[src/rtl/framed_message_ring_unit_defines.svh]
// Assertion macros for the framed message ring unit
`ifndef FRAMED_MESSAGE_RING_UNIT_DEFINES_SVH
`define FRAMED_MESSAGE_RING_UNIT_DEFINES_SVH

// cons must hold in the same cycle as ante
`define FMRU_ASSERT_IMP(lbl, ante, cons, msg) \
	lbl: assert property (@(posedge clk) disable iff (!arst_n) (ante) |-> (cons)) \
		else $error(msg);

// cons must hold in the cycle after ante
`define FMRU_ASSERT_NEXT(lbl, ante, cons, msg) \
	lbl: assert property (@(posedge clk) disable iff (!arst_n) (ante) |=> (cons)) \
		else $error(msg);

`endif

[src/rtl/fmru_pkg.sv]
// Types and constants shared by the framed message ring unit
`timescale 1ns / 1ps
package fmru_pkg;

	localparam int FUNC_W   = 2;
	localparam int STATUS_W = 2;
	localparam int LEN_W    = 12;
	localparam int RS_W     = 13;

	localparam logic [FUNC_W-1:0] FUNC_SEND_START = 2'd0;
	localparam logic [FUNC_W-1:0] FUNC_SEND_BYTE  = 2'd1;
	localparam logic [FUNC_W-1:0] FUNC_READ_START = 2'd2;
	localparam logic [FUNC_W-1:0] FUNC_READ_BYTE  = 2'd3;

	localparam logic [STATUS_W-1:0] STATUS_OK      = 2'd0;
	localparam logic [STATUS_W-1:0] STATUS_NO_ROOM = 2'd1;
	localparam logic [STATUS_W-1:0] STATUS_EMPTY   = 2'd2;
	localparam logic [STATUS_W-1:0] STATUS_SEQ     = 2'd3;

	// what the result registers take on a finish
	localparam logic [1:0] RK_NONE = 2'd0;
	localparam logic [1:0] RK_HDR  = 2'd1;
	localparam logic [1:0] RK_BYTE = 2'd2;

	localparam logic [RS_W-1:0] RING_SIZE_RESET = 13'd4096;

	// header byte positions
	localparam int HDR_IDX_RPORT  = 0;
	localparam int HDR_IDX_SENDER = 1;
	localparam int HDR_IDX_LEN_LO = 2;
	localparam int HDR_IDX_LEN_HI = 3;
	localparam int HDR_RD_BYTES   = 4;

	typedef struct packed {
		logic                load;
		logic                byte_wr;
		logic                hdr_wr;
		logic                send_commit;
		logic                rd_issue;
		logic                hdr_take;
		logic                byte_take;
		logic                res_load;
		logic [STATUS_W-1:0] res_status;
		logic [1:0]          res_kind;
	} fmru_cmd_t;

	typedef struct packed {
		logic [FUNC_W-1:0] func;
		logic              send_open;
		logic              read_open;
		logic              byte_ready;
		logic              no_room;
		logic              avail_short;
		logic              frame_short;
		logic              idx_last_wr;
		logic              idx_last_rd;
	} fmru_stat_t;

endpackage

[src/rtl/fmru_ctrl.sv]
// Sequencer for the framed message ring unit
`timescale 1ns / 1ps
module fmru_ctrl (
	input  logic                clk,
	input  logic                arst_n,
	input  logic                start,
	input  fmru_pkg::fmru_stat_t stat,
	output fmru_pkg::fmru_cmd_t  cmd,
	output logic                busy,
	output logic                done
);
	import fmru_pkg::*;

	localparam logic [2:0] ST_IDLE    = 3'd0;
	localparam logic [2:0] ST_EVAL    = 3'd1;
	localparam logic [2:0] ST_HDR_WR  = 3'd2;
	localparam logic [2:0] ST_HDR_RD  = 3'd3;
	localparam logic [2:0] ST_HDR_CHK = 3'd4;
	localparam logic [2:0] ST_BYTE_RD = 3'd5;
	localparam logic [2:0] ST_RESP    = 3'd6;

	logic [2:0] state_q;
	logic [2:0] state_d;

	always_comb begin
		cmd     = '0;
		state_d = state_q;
		case (state_q)
			ST_IDLE, ST_RESP: begin
				state_d = ST_IDLE;
				if (start) begin
					cmd.load = 1'b1;
					state_d  = ST_EVAL;
				end
			end
			ST_EVAL: begin
				state_d = ST_RESP;
				case (stat.func)
					FUNC_SEND_START: begin
						if (stat.send_open) begin
							cmd.res_load   = 1'b1;
							cmd.res_status = STATUS_SEQ;
						end else if (stat.no_room) begin
							cmd.res_load   = 1'b1;
							cmd.res_status = STATUS_NO_ROOM;
						end else begin
							state_d = ST_HDR_WR;
						end
					end
					FUNC_SEND_BYTE: begin
						cmd.res_load = 1'b1;
						if (!stat.send_open) begin
							cmd.res_status = STATUS_SEQ;
						end else begin
							cmd.byte_wr    = 1'b1;
							cmd.res_status = STATUS_OK;
						end
					end
					FUNC_READ_START: begin
						if (stat.read_open) begin
							cmd.res_load   = 1'b1;
							cmd.res_status = STATUS_SEQ;
						end else if (stat.avail_short) begin
							cmd.res_load   = 1'b1;
							cmd.res_status = STATUS_EMPTY;
						end else begin
							state_d = ST_HDR_RD;
						end
					end
					FUNC_READ_BYTE: begin
						if (!stat.byte_ready) begin
							cmd.res_load   = 1'b1;
							cmd.res_status = STATUS_SEQ;
						end else begin
							// read address is presented now, data next cycle
							state_d = ST_BYTE_RD;
						end
					end
					default: begin
						state_d = ST_IDLE;
					end
				endcase
			end
			ST_HDR_WR: begin
				cmd.hdr_wr = 1'b1;
				if (stat.idx_last_wr) begin
					cmd.send_commit = 1'b1;
					cmd.res_load    = 1'b1;
					cmd.res_status  = STATUS_OK;
					state_d         = ST_RESP;
				end
			end
			ST_HDR_RD: begin
				cmd.rd_issue = 1'b1;
				if (stat.idx_last_rd) begin
					state_d = ST_HDR_CHK;
				end
			end
			ST_HDR_CHK: begin
				cmd.res_load = 1'b1;
				state_d      = ST_RESP;
				if (stat.frame_short) begin
					cmd.res_status = STATUS_EMPTY;
				end else begin
					cmd.hdr_take   = 1'b1;
					cmd.res_status = STATUS_OK;
					cmd.res_kind   = RK_HDR;
				end
			end
			ST_BYTE_RD: begin
				cmd.byte_take  = 1'b1;
				cmd.res_load   = 1'b1;
				cmd.res_status = STATUS_OK;
				cmd.res_kind   = RK_BYTE;
				state_d        = ST_RESP;
			end
			default: begin
				state_d = ST_IDLE;
			end
		endcase
	end

	always_ff @(posedge clk or negedge arst_n) begin
		if (!arst_n) begin
			state_q <= ST_IDLE;
		end else begin
			state_q <= state_d;
		end
	end

	assign done = (state_q == ST_RESP);
	assign busy = (state_q != ST_IDLE) && (state_q != ST_RESP);

endmodule

[config.mk]
export PLATFORM = sky130hd
export DESIGN_NAME = fmru_ctrl
export DESIGN_NICKNAME = d
export VERILOG_FILES = /design/src/rtl/framed_message_ring_unit_defines.svh /design/src/rtl/fmru_pkg.sv /design/src/rtl/fmru_ctrl.sv
export SDC_FILE = /design/constraint.sdc
export NUM_CORES = 1
export LEC_CHECK = 0
export BUFFER_PORTS_ARGS = -buffer_cell sky130_fd_sc_hd__buf_2
export CORE_AREA = 2 2 39 41
export CTS_BUF_LIST = sky130_fd_sc_hd__clkbuf_16
export DETAILED_ROUTE_END_ITERATION = 10
export DIE_AREA = 0 0 41 43
export PLACE_DENSITY = 0.71
export SETUP_SLACK_MARGIN = 0.05
export SYNTH_ARGS = -nofsm -noshare
export SYNTH_HDL_FRONTEND = slang
export SYNTH_SLANG_ARGS = --single-unit
[constraint.sdc]
create_clock -name clk -period 1.3 [get_ports clk]
set_clock_uncertainty 0.15 [all_clocks]
set_input_delay 0.065 -clock clk [delete_from_list [all_inputs] [get_ports clk]]
set_output_delay 0.065 -clock clk [all_outputs]
set_load 0.05 [all_outputs]
==> flow_metrics.tcl <==
set metrics [dict create \
    outcome "finished, violations left" \
    violations "negative setup slack" \
    io_buffers 26 \
    post_dp_cell_area_um2 771 \
    criticalPathCategory "flop to output port" \
    antenna_cells 0 \
    final_util_pct 80.2 \
    ys_top_cells_by_count "nor2_1, a21oi_1, nand2_1, nand2b_1" \
    cts_tree "built" \
    drt-total-wl_um 1830 \
    clock_latency_ps 220 \
    vias_per_cell 5.11 \
    start_util_pct 31.8 \
    grt_pass1_wl_um 2660 \
    syn_area_um2 440 \
    largest_reg_flops 3 \
    synth_most_common_cell "nor2_1" \
    htreeDepth 1 \
    netlist.area_leader.share_pct 17.0 \
    holdWs_ps 12.8 \
    drive_gt1_share_pct 75.2 \
    grt_max_degree 10 \
    ys_types 29 \
    area_growth_pct 152 \
    rsz0062_at_grt "true" \
    cp-start-kind "flop" \
    r2r-end "state_q[0]" \
    grt_overflow_total 0 \
    rrSetupSlack_ps -130 \
    grt.total_usage_pct 22.5 \
    synth_seq_cells 3 \
    nFillCells 84 \
    drc 0 \
    worst_pin_slew_ps 282 \
    reg2reg_depth 6 \
    synth_area_per_cell_um2 7.73 \
    hold_class "primary input to async pin" \
    synth_flop_cell "dfrtp_1" \
    hold_violations 0 \
    slew_headroom_pct 80.9 \
    pin_count 27 \
    worstPathArrival_ps 1390 \
    coreArea_um2 1380 \
    grt_antenna_before_repair 0 \
    fin_crit_sh_pct 123 \
    reg_top3 "state_q x3" \
    dr.pass1.iters 4 \
    critPathLaunch "state_q[2]" \
    finalWeightedCongestion 0.770 \
    dieArea_um2 1760 \
    drtAntennaViolNets 0 \
    ys_top_cells_by_area "dfrtp_1, o41ai_4, a21oi_1" \
    wl_per_cell_um 15.1 \
    setup_viol 16 \
    critPathMaxFanout 3 \
    grt_pass1_vias 616 \
    period_needed_ps 1600 \
    required_ps 1090 \
    ys_seq_area_share_pct 17.0 \
    fp.dieW_um 41 \
    vdd_ir_drop_max_mv 2.52 \
    p_leak_nw 0.496 \
    hpwl_um 1090 \
    synth_largest_area_cell "dfrtp_1" \
    multi_input_area_um2 472 \
    die_h_um 43 \
    finalPower_mw 3.30 \
    regArea_um2 77.6 \
    clock.fmax_mhz 624 \
    cts-root-buf "clkbuf_16" \
    synth_fp_nets 70 \
    drtIter0Drc 11 \
    power.density_nw_per_um2 2970 \
    max-cap-violations 0 \
    worstReg2RegStart "state_q[2]" \
    largest-register "state_q" \
    cts_num_sinks 3 \
    tritoncts.num_buffers 3 \
    synthCells 57 \
    synth_edf_count 0 \
    yosysWarnings 0 \
    final_cell_area_um2 1110 \
    vias 618 \
    cts_buffer_depth 2 \
    clkTransAtPathRegs_ps 30 \
    final-max-slew-violation-count 0 \
    setup_ws_ps -302 \
    fp-row-count 14 \
    crit_path_end_kind "output port" \
    async_reset_ff_share_pct 100 \
    nets 119 \
]
## stage by stage
step	setup slack (ps)	TNS [ps]	std cells
6_report	-302	-3480	121
4_1_cts	-285	-3200	120
2_1_floorplan	-109	-318	57
3_5_place_dp	-169	-1740	110
5_1_grt	-327	-3970	121
3_3_place_gp	-140	-1350	110
## critical path, stage by stage, from the launching register on
cell and delay (ps):
dfrtp_1 410, buf_6 150, xor2_2 170, nor2_2 130, and2_4 160, buf_8 140
## routing by layer
| layer | vias up | routed length [µm] | global-route usage (%) |
|---|---|---|---|
| li1 | 301 | - | - |
| met1 | 284 | 646 | 22.5 |
| met5 | - | 0 | 0 |
| met4 | 0 | 57 | 8.00 |
| met2 | 26 | 1030 | 41.3 |
| met3 | 7 | 89 | 5.24 |
## layout make-up
| type | instances | share of cell area (%) |
|---|---|---|
| Clock inverter | 1 | 0.338 |
| Tap cell | 16 | 1.80 |
| Clock buffer | 3 | 6.76 |
| Sequential cell | 3 | 6.99 |
| Timing Repair Buffer | 50 | 40.4 |
| Inverter | 3 | 1.24 |
| Multi-Input combinational cell | 45 | 42.5 |
## power breakdown
group / total [mW] / switching [mW] / internal [mW]
combinational: 2.57 / 1.34 / 1.22
clock: 0.481 / 0.0843 / 0.397
sequential: 0.248 / 0.102 / 0.146
## placed cells by master, fill, tap and decap left out, types with 2 or more instances in the layout
| cell type | Yosys | layout |
|---|---|---|
| dlygate4sd3_1 | 0 | 2 |
| o21ai_1 | 1 | 3 |
| buf_2 | 2 | 12 |
| buf_6 | 2 | 14 |
| nand2b_1 | 4 | 2 |
| o211a_4 | 0 | 2 |
| buf_4 | 2 | 16 |
| clkbuf_16 | 0 | 3 |
| a21o_1 | 2 | 2 |
| dfrtp_2 | 0 | 2 |
| nand2_1 | 4 | 4 |
| nor2_4 | 0 | 4 |
| and3_4 | 0 | 2 |
| nor4b_4 | 0 | 2 |
| inv_1 | 3 | 2 |
| nor2_2 | 0 | 2 |
| nand2b_4 | 0 | 2 |
| buf_8 | 0 | 6 |
| a21oi_1 | 5 | 4 |
| nor3_1 | 2 | 2 |
## worst max path at each step
stage | cells after the start | to | slack, ps
floorplan | 2 | cmd[0] | -110
global placement | 3 | cmd[3] | -140
detailed placement | 5 | busy | -170
CTS | 6 | busy | -290
global route | 4 | cmd[10] | -330
finish | 5 | cmd[11] | -300
## cell families after synthesis
family / after synthesis / share of synthesized area (%)
AND/OR/NAND/NOR: 27 / 36.4
AO/OA/AOI/OAI: 17 / 31.2
buffers and inverters: 9 / 13.4
flip-flops: 3 / 17.0
XOR/XNOR: 1 / 1.99
## timing repair
action | 4_1_cts | 5_1_grt
hold buffers | 2 | 0
setup endpoints to repair | 17 | 17
buffers inserted | 4 | 1
gates resized for setup | 42 | 18
hold endpoints to repair | 4 | 0
pin swaps | 6 | 2
(Power assumes the default switching activity.)
